File: config.mk
export PLATFORM = sky130hd
export DESIGN_NAME = bcd_calendar_time_adjust
export DESIGN_NICKNAME = d
export VERILOG_FILES = /design/src/hw/rtl/bcta_pkg.sv /design/src/hw/rtl/bcta_adjust.sv /design/src/hw/rtl/bcd_calendar_time_adjust.sv
export SDC_FILE = /design/constraint.sdc
export NUM_CORES = 1
export LEC_CHECK = 0
export BUFFER_PORTS_ARGS = -buffer_cell sky130_fd_sc_hd__buf_2
export CORE_MARGIN = 5
export CORE_UTILIZATION = 52
export DETAILED_ROUTE_END_ITERATION = 7
export PLACE_DENSITY = 0.85
export SETUP_SLACK_MARGIN = 0.4
export SKIP_CTS_REPAIR_TIMING = 1
export SLEW_MARGIN = 20
export SYNTH_ARGS = -nofsm -noshare
export SYNTH_HDL_FRONTEND = slang
export SYNTH_SLANG_ARGS = --single-unit
File: constraint.sdc
create_clock -name i_clk -period 3.94 [get_ports i_clk]
set_clock_uncertainty 0.1 [all_clocks]
set_input_delay 0.197 -clock i_clk [delete_from_list [all_inputs] [get_ports i_clk]]
set_output_delay 0.197 -clock i_clk [all_outputs]
set_load 0.1 [all_outputs]
File: src/hw/rtl/bcta_pkg.sv
// ----------------------------------------------------------------------------
// BCD calendar time adjust - shared definitions
// Key codes, the time record type and the BCD digit fix helpers.
// ----------------------------------------------------------------------------
package bcta_pkg;

    // keypad scan codes
    localparam logic [7:0] KEY_YEAR_UP    = 8'h77;
    localparam logic [7:0] KEY_YEAR_DN    = 8'hb7;
    localparam logic [7:0] KEY_MONTH_UP   = 8'hd7;
    localparam logic [7:0] KEY_MONTH_DN   = 8'he7;
    localparam logic [7:0] KEY_DAY_UP     = 8'h7b;
    localparam logic [7:0] KEY_DAY_DN     = 8'hbb;
    localparam logic [7:0] KEY_HOUR_UP    = 8'hdb;
    localparam logic [7:0] KEY_HOUR_DN    = 8'heb;
    localparam logic [7:0] KEY_MIN_UP     = 8'h7d;
    localparam logic [7:0] KEY_MIN_DN     = 8'hbd;
    localparam logic [7:0] KEY_SEC_UP     = 8'hdd;
    localparam logic [7:0] KEY_SEC_DN     = 8'hed;
    localparam logic [7:0] KEY_WEEKDAY_UP = 8'h7e;
    localparam logic [7:0] KEY_WEEKDAY_DN = 8'hbe;

    localparam logic [7:0] CENTURY_RESET  = 8'h20;

    typedef struct packed {
        logic [7:0] sec;
        logic [7:0] min;
        logic [7:0] hour;
        logic [7:0] day;
        logic [7:0] month;
        logic [7:0] weekday;
        logic [7:0] year;
    } t_time;

    // low digit reached ten or more with bits 3 and 1 set: clear it, carry up
    function automatic logic [7:0] fix_up(input logic [7:0] v);
        logic [7:0] r;
        r = v;
        if ((v & 8'h0a) == 8'h0a) begin
            r = (v & 8'hf0) + 8'h10;
        end
        return r;
    endfunction

    // low digit borrowed down to 0xF: make it 9
    function automatic logic [7:0] fix_down(input logic [7:0] v);
        logic [7:0] r;
        r = v;
        if ((v & 8'h0f) == 8'h0f) begin
            r = (v & 8'hf0) + 8'h09;
        end
        return r;
    endfunction

endpackage

File: src/hw/rtl/bcta_adjust.sv
// ----------------------------------------------------------------------------
// BCD calendar time adjust - field step logic
// Applies one key code to the time record and the century byte.
// ----------------------------------------------------------------------------
module bcta_adjust
    import bcta_pkg::*;
(
    input  logic [7:0] i_key_code,
    input  t_time      i_time,
    input  logic [7:0] i_century,
    output t_time      o_time,
    output logic [7:0] o_century,
    output logic       o_write_back
);

    logic [7:0] c_norm;
    logic [7:0] year_inc;
    logic [7:0] month_inc;
    logic [7:0] month_dec;
    logic [7:0] hour_inc;
    logic [7:0] sec_up;
    logic [7:0] min_up;
    logic [7:0] wday_inc;
    logic [7:0] wday_dec;

    assign c_norm    = fix_down(fix_up(i_century));
    assign year_inc  = i_time.year + 8'h01;
    assign month_inc = i_time.month + 8'h01;
    assign month_dec = i_time.month - 8'h01;
    assign hour_inc  = i_time.hour + 8'h01;
    assign sec_up    = fix_up(i_time.sec + 8'h01);
    assign min_up    = fix_up(i_time.min + 8'h01);
    assign wday_inc  = i_time.weekday + 8'h01;
    assign wday_dec  = i_time.weekday - 8'h01;

    always_comb begin
        o_time       = i_time;
        o_century    = c_norm;
        o_write_back = 1'b1;
        case (i_key_code)
            KEY_YEAR_UP: begin
                if (year_inc == 8'h9a) begin
                    o_time.year = 8'h00;
                    o_century   = fix_up(c_norm + 8'h01);
                end else begin
                    o_time.year = fix_up(year_inc);
                end
            end
            KEY_YEAR_DN: begin
                if (i_time.year == 8'h00) begin
                    o_time.year = 8'h99;
                    o_century   = fix_down(c_norm - 8'h01);
                end else begin
                    o_time.year = fix_down(i_time.year - 8'h01);
                end
            end
            KEY_MONTH_UP: begin
                o_time.month = (month_inc == 8'h13) ? 8'h01 : fix_up(month_inc);
            end
            KEY_MONTH_DN: begin
                o_time.month = (month_dec == 8'h00) ? 8'h12 : fix_down(month_dec);
            end
            KEY_DAY_UP: begin
                o_time.day = (i_time.day == 8'h31) ? 8'h01 : fix_up(i_time.day + 8'h01);
            end
            KEY_DAY_DN: begin
                o_time.day = (i_time.day == 8'h01) ? 8'h31 : fix_down(i_time.day - 8'h01);
            end
            KEY_HOUR_UP: begin
                o_time.hour = (hour_inc == 8'h24) ? 8'h00 : fix_up(hour_inc);
            end
            KEY_HOUR_DN: begin
                o_time.hour = (i_time.hour == 8'h00) ? 8'h23
                                                     : fix_down(i_time.hour - 8'h01);
            end
            KEY_MIN_UP: begin
                o_time.min = (min_up == 8'h60) ? 8'h00 : min_up;
            end
            KEY_MIN_DN: begin
                o_time.min = (i_time.min == 8'h00) ? 8'h59 : fix_down(i_time.min - 8'h01);
            end
            KEY_SEC_UP: begin
                o_time.sec = (sec_up == 8'h60) ? 8'h00 : sec_up;
            end
            KEY_SEC_DN: begin
                o_time.sec = (i_time.sec == 8'h00) ? 8'h59 : fix_down(i_time.sec - 8'h01);
            end
            KEY_WEEKDAY_UP: begin
                o_time.weekday = (wday_inc == 8'h08) ? 8'h01 : wday_inc;
            end
            KEY_WEEKDAY_DN: begin
                o_time.weekday = (wday_dec == 8'h00) ? 8'h07 : wday_dec;
            end
            default: begin
                o_write_back = 1'b0;
            end
        endcase
    end

endmodule

File: src/hw/rtl/bcd_calendar_time_adjust.sv
// A transaction accepted into the input register passes the key decode into the result register.
// Throughput: one transaction per cycle while the receiver does not stall; the key decode and BCD steps sit in one
// combinational pass between the input register and the result register.
// Reset (synchronous, active low) empties both stages and sets the century to BCD 20.
// ----------------------------------------------------------------------------
// BCD calendar time adjust
// Steps one real-time-clock field up or down per keypad code, keeps the century.
// ----------------------------------------------------------------------------
module bcd_calendar_time_adjust
    import bcta_pkg::*;
(
    input  logic       i_clk,
    input  logic       i_rst_n,
    input  logic       i_in_valid,
    output logic       o_in_stall,
    input  logic [7:0] i_key_code,
    input  logic [7:0] i_sec_bcd,
    input  logic [7:0] i_min_bcd,
    input  logic [7:0] i_hour_bcd,
    input  logic [7:0] i_day_bcd,
    input  logic [7:0] i_month_bcd,
    input  logic [7:0] i_weekday_bcd,
    input  logic [7:0] i_year_bcd,
    output logic       o_out_valid,
    input  logic       i_out_stall,
    output logic [7:0] o_sec_out,
    output logic [7:0] o_min_out,
    output logic [7:0] o_hour_out,
    output logic [7:0] o_day_out,
    output logic [7:0] o_month_out,
    output logic [7:0] o_weekday_out,
    output logic [7:0] o_year_out,
    output logic [7:0] o_century_out,
    output logic       o_write_back
);

    logic       r_in_valid;
    logic [7:0] r_key;
    t_time      r_in_time;
    logic [7:0] r_century;
    logic       r_out_valid;
    t_time      r_out_time;
    logic       r_write_back;

    t_time      n_out_time;
    logic [7:0] n_century;
    logic       n_write_back;

    logic       out_free;
    logic       advance;
    logic       in_accept;

    assign out_free   = !r_out_valid || !i_out_stall;
    assign advance    = r_in_valid && out_free;
    assign o_in_stall = r_in_valid && !out_free;
    assign in_accept  = i_in_valid && !o_in_stall;

    bcta_adjust u_adjust (
        .i_key_code   (r_key),
        .i_time       (r_in_time),
        .i_century    (r_century),
        .o_time       (n_out_time),
        .o_century    (n_century),
        .o_write_back (n_write_back)
    );

    always_ff @(posedge i_clk) begin
        if (!i_rst_n) begin
            r_in_valid  <= 1'b0;
            r_out_valid <= 1'b0;
            r_century   <= CENTURY_RESET;
        end else begin
            if (in_accept) begin
                r_in_valid <= 1'b1;
            end else if (advance) begin
                r_in_valid <= 1'b0;
            end
            if (advance) begin
                r_out_valid <= 1'b1;
                r_century   <= n_century;
            end else if (out_free) begin
                r_out_valid <= 1'b0;
            end
        end
    end

    // payload registers
    always_ff @(posedge i_clk) begin
        if (in_accept) begin
            r_key     <= i_key_code;
            r_in_time <= '{sec: i_sec_bcd, min: i_min_bcd, hour: i_hour_bcd,
                           day: i_day_bcd, month: i_month_bcd,
                           weekday: i_weekday_bcd, year: i_year_bcd};
        end
        if (advance) begin
            r_out_time   <= n_out_time;
            r_write_back <= n_write_back;
        end
    end

    assign o_out_valid   = r_out_valid;
    assign o_sec_out     = r_out_time.sec;
    assign o_min_out     = r_out_time.min;
    assign o_hour_out    = r_out_time.hour;
    assign o_day_out     = r_out_time.day;
    assign o_month_out   = r_out_time.month;
    assign o_weekday_out = r_out_time.weekday;
    assign o_year_out    = r_out_time.year;
    assign o_century_out = r_century;
    assign o_write_back  = r_write_back;

`ifndef SYNTHESIS
    // stored century never holds a borrowed-out low digit
    a_century_digit: assert property (@(posedge i_clk) disable iff (!i_rst_n)
        r_century[3:0] != 4'hf)
        else $error("century low digit is 0xF");

    // century moves only with a transaction leaving the input stage
    a_century_hold: assert property (@(posedge i_clk) disable iff (!i_rst_n)
        !advance |=> $stable(r_century))
        else $error("century changed without a transaction");

    // input stall only while both the input stage and the result register hold a transaction
    a_stall_full: assert property (@(posedge i_clk) disable iff (!i_rst_n)
        o_in_stall |-> (r_in_valid && r_out_valid))
        else $error("input stalled with room in the pipeline");

    // a stage that advances fills the result register next cycle
    a_advance_fill: assert property (@(posedge i_clk) disable iff (!i_rst_n)
        advance |=> r_out_valid)
        else $error("result lost after advance");
`endif

endmodule

-- Word-level counts from Yosys, hierarchy flattened
Index checks and enable logic that the tools add are counted.
- muxes and demuxes: 45
- add/sub/neg operators: 32
- reductions and logical operators: 17
- equal/unequal tests: 38
- operators by type and width (cell ; number):
    8-bit two-way mux ; 32
    8-bit one-hot mux with 2 select lines ; 8
    8-bit == test (second input constant) ; 11
    8-bit by 1-bit adder with 8-bit output (second input constant) ; 8
    8-bit by 4-bit adder with 8-bit output (second input constant) ; 8
    8-bit by 5-bit adder with 8-bit output (second input constant) ; 8
    8-bit by 1-bit subtractor with 8-bit output (second input constant) ; 8
    8-bit by 7-bit == test with 1-bit output (second input constant) ; 6
    8-bit zero test ; 6
    4-bit == test (second input constant) ; 8
    2-bit == test (second input constant) ; 8
    8-bit by 6-bit == test with 1-bit output (second input constant) ; 2
    14-bit OR reduction ; 1
    8-bit by 1-bit == test with 1-bit output (second input constant) ; 1
    8-bit by 4-bit == test with 1-bit output (second input constant) ; 1
    8-bit by 5-bit == test with 1-bit output (second input constant) ; 1
    1-bit two-way mux ; 5
    1-bit zero test ; 4
    2-bit nonzero test ; 2
    1-bit logical AND ; 3
    1-bit logical OR ; 1
- input port bits: 68
- word-level logic and storage cells: 151
- register bits: 131

-- Logic depth before layout (Yosys ltp)
- depth after elaboration: 9
- depth in mapped cells: 11

-- By module
From an unflattened synthesis, not the netlist that was laid out.
- cell total of the unflattened synthesis: 901
- area, all modules: 8615.8 µm²
- modules (own cells, without submodules) (module ; instances ; sequential area each (µm²) ; area each (µm²) ; cells each):
    bcta_adjust ; 1 ; 0.0 ; 4566.9 ; 737
    bcd_calendar_time_adjust ; 1 ; 3833.7 ; 4048.9 ; 164

-- Least setup slack after synthesis
OpenSTA, ideal clock, no wires.
- path type: reg2reg
- start point: register r_out_valid (netlist: o_out_valid)
- end point: register r_in_time[0] in the netlist's numbering, enable pin
- arrival time: 4309 ps
- slack: -961 ps
- cell stages (with the launch flop): 3
- period minus slack after synthesis: 4901 ps
- required time: 3347 ps
- cell sequence: dfxtp_1 and3_1 nor2b_1
- cells in the longest elaborated chain, start to end: 6
- ends and longest elaborated chain (what ; line ; source):
    start: declaration ; bcd_calendar_time_adjust.sv:41 ; logic r_out_valid;
    start signal: assignment ; bcd_calendar_time_adjust.sv:70 ; r_out_valid <= 1'b0;
    start signal: assignment ; bcd_calendar_time_adjust.sv:79 ; r_out_valid <= 1'b1;
    start signal: assignment ; bcd_calendar_time_adjust.sv:82 ; r_out_valid <= 1'b0;
    1-bit zero test ; bcd_calendar_time_adjust.sv:53 ; assign out_free = !r_out_valid || !i_out_stall;
    1-bit logical OR ; bcd_calendar_time_adjust.sv:53 ;
    1-bit zero test ; bcd_calendar_time_adjust.sv:55 ; assign o_in_stall = r_in_valid && !out_free;
    1-bit logical AND ; bcd_calendar_time_adjust.sv:55 ;
    via o_in_stall ; bcd_calendar_time_adjust.sv:15 ; output logic o_in_stall,
    1-bit zero test ; bcd_calendar_time_adjust.sv:56 ; assign in_accept = i_in_valid && !o_in_stall;
    1-bit logical AND ; bcd_calendar_time_adjust.sv:56 ;
    via in_accept ; bcd_calendar_time_adjust.sv:51 ; logic in_accept;
    end signal: assignment ; bcd_calendar_time_adjust.sv:91 ; r_in_time <= '{sec: i_sec_bcd, min: i_min_bcd, hour: i_hour_bcd,
    end: declaration ; bcd_calendar_time_adjust.sv:39 ; t_time r_in_time;
The timed path passes the listed nets, and every way through them passes these cells.
A chain may end at the register's enable or synchronous reset.

-- Worst setup path after layout
- start point: register r_in_time[0] in the netlist's numbering
- end point: register r_century[7] (netlist: o_century_out[7])
- cells in the longest elaborated chain, start to end: 4
- ends and longest elaborated chain (what ; line ; source):
    8-bit by 1-bit adder with 8-bit output ; bcta_adjust.sv:27 ; assign year_inc = i_time.year + 8'h01;
    8-bit == test ; bcta_adjust.sv:42 ; if (year_inc == 8'h9a) begin
    8-bit two-way mux ; bcta_adjust.sv:42 ;
    8-bit one-hot mux with 2 select lines (*) ; bcta_adjust.sv:40 ; case (i_key_code)
    end signal: assignment ; bcd_calendar_time_adjust.sv:80 ; r_century <= n_century;
    end: declaration ; bcd_calendar_time_adjust.sv:40 ; logic [7:0] r_century;
Every way passes the cells marked *; elsewhere a longest branch is shown, timed or not.

==> run_results.csv <==
group,metric,value,unit
yosys,yosys.area_share.simple,23.3,%
place,gp_congestion,0.975,
place,dp_hpwl,16200,um
clock_tree,htree_levels,4,
yosys,syn-num-nets,1017,
sta,maxSlewHeadroom,45.5,%
yosys,synthMuxAreaShare,0.708,%
pwr,p_sw_share,29.2,%
critical_path,critPathCaptureType,"register",
yosys,synth_cell_types,68,
route,viasPerCell,5.96,
clock_tree,cts_sinks,131,
critical_path,critPathMaxFanout,7,
route,drtIter0Drc,1060,
yosys,ys_async_sr_fraction,0,%
route,vias,7897,
yosys,synth_top_family_by_area,"simple AND/OR/NAND/NOR gates",
sta,tightest_slew,0.810,ns
place,place.port_buffers,134,
die,fp-row-count,47,
finish,antenna_cells,0,
die,die_w,139,um
route,routed_wl,23000,um
yosys,syn_inst,915,
finish,final_cells,1325,
outcome,outcome,"finished, final reports clean",
yosys,synth_top_area_share,42.0,%
clock_tree,clockRootBuffer,"clkbuf_16",
die,fp.dieH,139,um
worst_hold_path,hold_path_class,"primary input to register",
yosys,netlist_area,0.00865,mm^2
pwr,p_seq_share,44.0,%
finish,largest-register,"r_in_time",
pwr,combinationalPowerShare,16.7,%
yosys,synth_compound_area_share,16.0,%
pwr,p_int,0.00274,W
finish,largest_reg_flops,56,
die,start_util,52.6,%
sta,finalCriticalPeriod,3.26,ns
global_routing,grt_usage,22.5,%
critical_path,crit_required,4.18,ns
finish,multi_input_area,0.00449,mm^2
route,met2WireLength,11400,um
global_routing,grt_overflow,0,
yosys,synth_area_leaders,"edfxtp_1 42%, ha_1 4.9%, xnor2_1 4.4%, nand2_1 3.8%, nor2_1 3.5%",
die,io_pins,135,
place,dp_cells,1228,
critical_path,arrival,3.50,ns
pwr,power.density,362,mW/mm^2
route,dr.max_layer_used,"met4",
global_routing,antenna_found_initial,0,
finish,syn_to_final_growth,23.4,%
yosys,synth_xor_area_share,6.84,%
yosys,yosysTopAreaCell,"edfxtp_1",
pwr,leakagePower,4.02,nW
die,core_area,0.0165,mm^2
pwr,power_switching,0.00113,W
pwr,peakVddDrop,297,uV
sta,max_freq,0.307,GHz
yosys,yosys_register_bits,131,
route,drc_errors,0,
yosys,ys_seq_area_share,44.3,%
yosys,synth_most_common_cell,"edfxtp_1",
finish,seq_area,0.00383,mm^2
sta,setup-violations-final,0,
route,wire_per_inst,17.4,um
yosys,synth_edf_count,121,
yosys,synth_common_cells,"121 x edfxtp_1, 87 x nand2_1, 80 x nor2_1",
global_routing,grt_max_degree,41,
finish,drive_gt1_share,16.9,%
yosys,synthFlopType,"edfxtp_1",
route,wl_met3,1690,um
sta,maxSlewViolCount,0,
sta,fin_tns_setup,0,ns
route,wl_met1,9330,um
finish,fillers,1324,
die,dieArea,0.0193,mm^2
clock_tree,clockBufferDepth,2,
job,max_cap_viol_count,0,
critical_path,critical_path_class,"register to register",
yosys,synth_adder_area_share,4.92,%
route,ant_nets,0,
critical_path,cp-start-kind,"register",
sta,finalCritPeriodShare,82.6,%
global_routing,grt_pass1_vias,7161,
yosys,ys_warn_count,0,
route,dr.pass1.iters,5,
clock_tree,insertion_delay,0.42,ns
sta,hold_violations,0,
sta,rsz0062_at_grt,"no",
yosys,syn_area_per_cell,9.46,um^2
clock_tree,cts_made_buffers,17,
finish,nNetsFinal,1195,
global_routing,grt_pass1_wl,35900,um
pwr,power.share.clock,39.3,%
clock_tree,clk_pin_slew,0.05,ns
clock_tree,cts_tree,"done",
[path summary, 6_finish.rpt]
| path | startpoint | to | slack, ns | cells past startpoint |
|---|---|---|---|---|
| setup / recovery | r_in_time[0]$_DFFE_PP_ | o_century_out[7]$_SDFFE_PN0P_ | 0.68 | 10 |
| hold / removal | i_rst_n | o_century_out[4]$_SDFFE_PN0P_ | 0.006 | 3 |
| setup reg to reg | r_in_time[0]$_DFFE_PP_ | o_century_out[7]$_SDFFE_PN0P_ | 0.68 | 10 |
| hold reg to reg | o_century_out[7]$_SDFFE_PN0P_ | o_century_out[7]$_SDFFE_PN0P_ | 0.37 | 2 |
[through the flow]
step	setup WS (ns)	hold slack (ns)	power [W]	util, %	instance area, um^2
6_report	0.685	0.00572	0.00387	64.8	10700
5_1_grt	0.477	0.00200	0.00402	64.8	10700
4_1_cts	0.691	-0.161	0.00382	60.8	10000
3_5_place_dp	0.745	0.275	0.00231	57.4	9450
3_3_place_gp	0.873	0.274	0.00230	57.4	9450
2_1_floorplan	0.446	0.196	0.00217	-	8660
[layout make-up]
class / count / area share (%)
tap: 220 / 2.58
sequential: 131 / 35.9
clock inverter: 14 / 1.30
clock buffer: 17 / 3.98
multi-input combinational: 697 / 42.0
timing repair buffer: 204 / 12.7
inverter: 42 / 1.48
[cells in the final DEF, fill, tap and decap left out, types with 5 or more instances in the layout]
cell,count
nand4b_1,11
or3_1,11
a22oi_1,8
o221ai_1,9
nand3b_1,5
a21oi_1,43
clkbuf_16,17
nand2_1,87
nor3_1,39
nand4_1,8
or2_2,6
o21ai_1,6
a32oi_1,5
inv_1,41
mux2i_1,5
ha_1,34
nor2_1,80
o211ai_1,17
nor2b_1,11
xor2_1,22
o311ai_0,9
a211oi_1,7
nor3b_1,5
nor4_1,13
buf_2,134
and3_1,15
nand3_1,48
dfxtp_1,10
and4b_1,10
xnor2_1,43
o21ai_0,46
edfxtp_1,121
a221o_1,6
o31ai_1,7
dlygate4sd3_1,66
a31oi_1,11
nand2b_1,12
[cells by family after synthesis]
| family | Yosys count |
|---|---|
| AOI/OAI and AO/OA | 208 |
| DFF | 131 |
| and+or+nand+nor | 383 |
| muxes | 6 |
| buffers and inverters | 87 |
| xor gates and xnor gates | 66 |
| adders and majority gates | 34 |
[metal layers]
metal	GRT usage (%)	vias up
met2	36.9	383
met3	4.21	56
met5	0	-
li1	-	3797
met4	8.39	0
met1	29.9	3661
[power groups by stage]
stage | logic (W) | registers [W] | clock network (W)
global route | 0.000694 | 0.00171 | 0.00161
detailed placement | 0.000587 | 0.00172 | 0
global placement | 0.000579 | 0.00172 | 0
CTS | 0.000590 | 0.00170 | 0.00153
floorplan | 0.000292 | 0.00188 | 0
finish | 0.000646 | 0.00170 | 0.00152
[worst max-delay path, stage by stage (launching register included)]
cell	delay, ns
edfxtp_1	0.50
nand3_1	0.21
nor2_1	0.09
xnor2_1	0.31
ha_1	0.24
and3_1	0.16
nand4bb_1	0.21
a2111oi_0	0.73
a32oi_1	0.22
mux2i_1	0.22
mux2i_1	0.20
No activity file was read; power rests on OpenSTA's default activity.
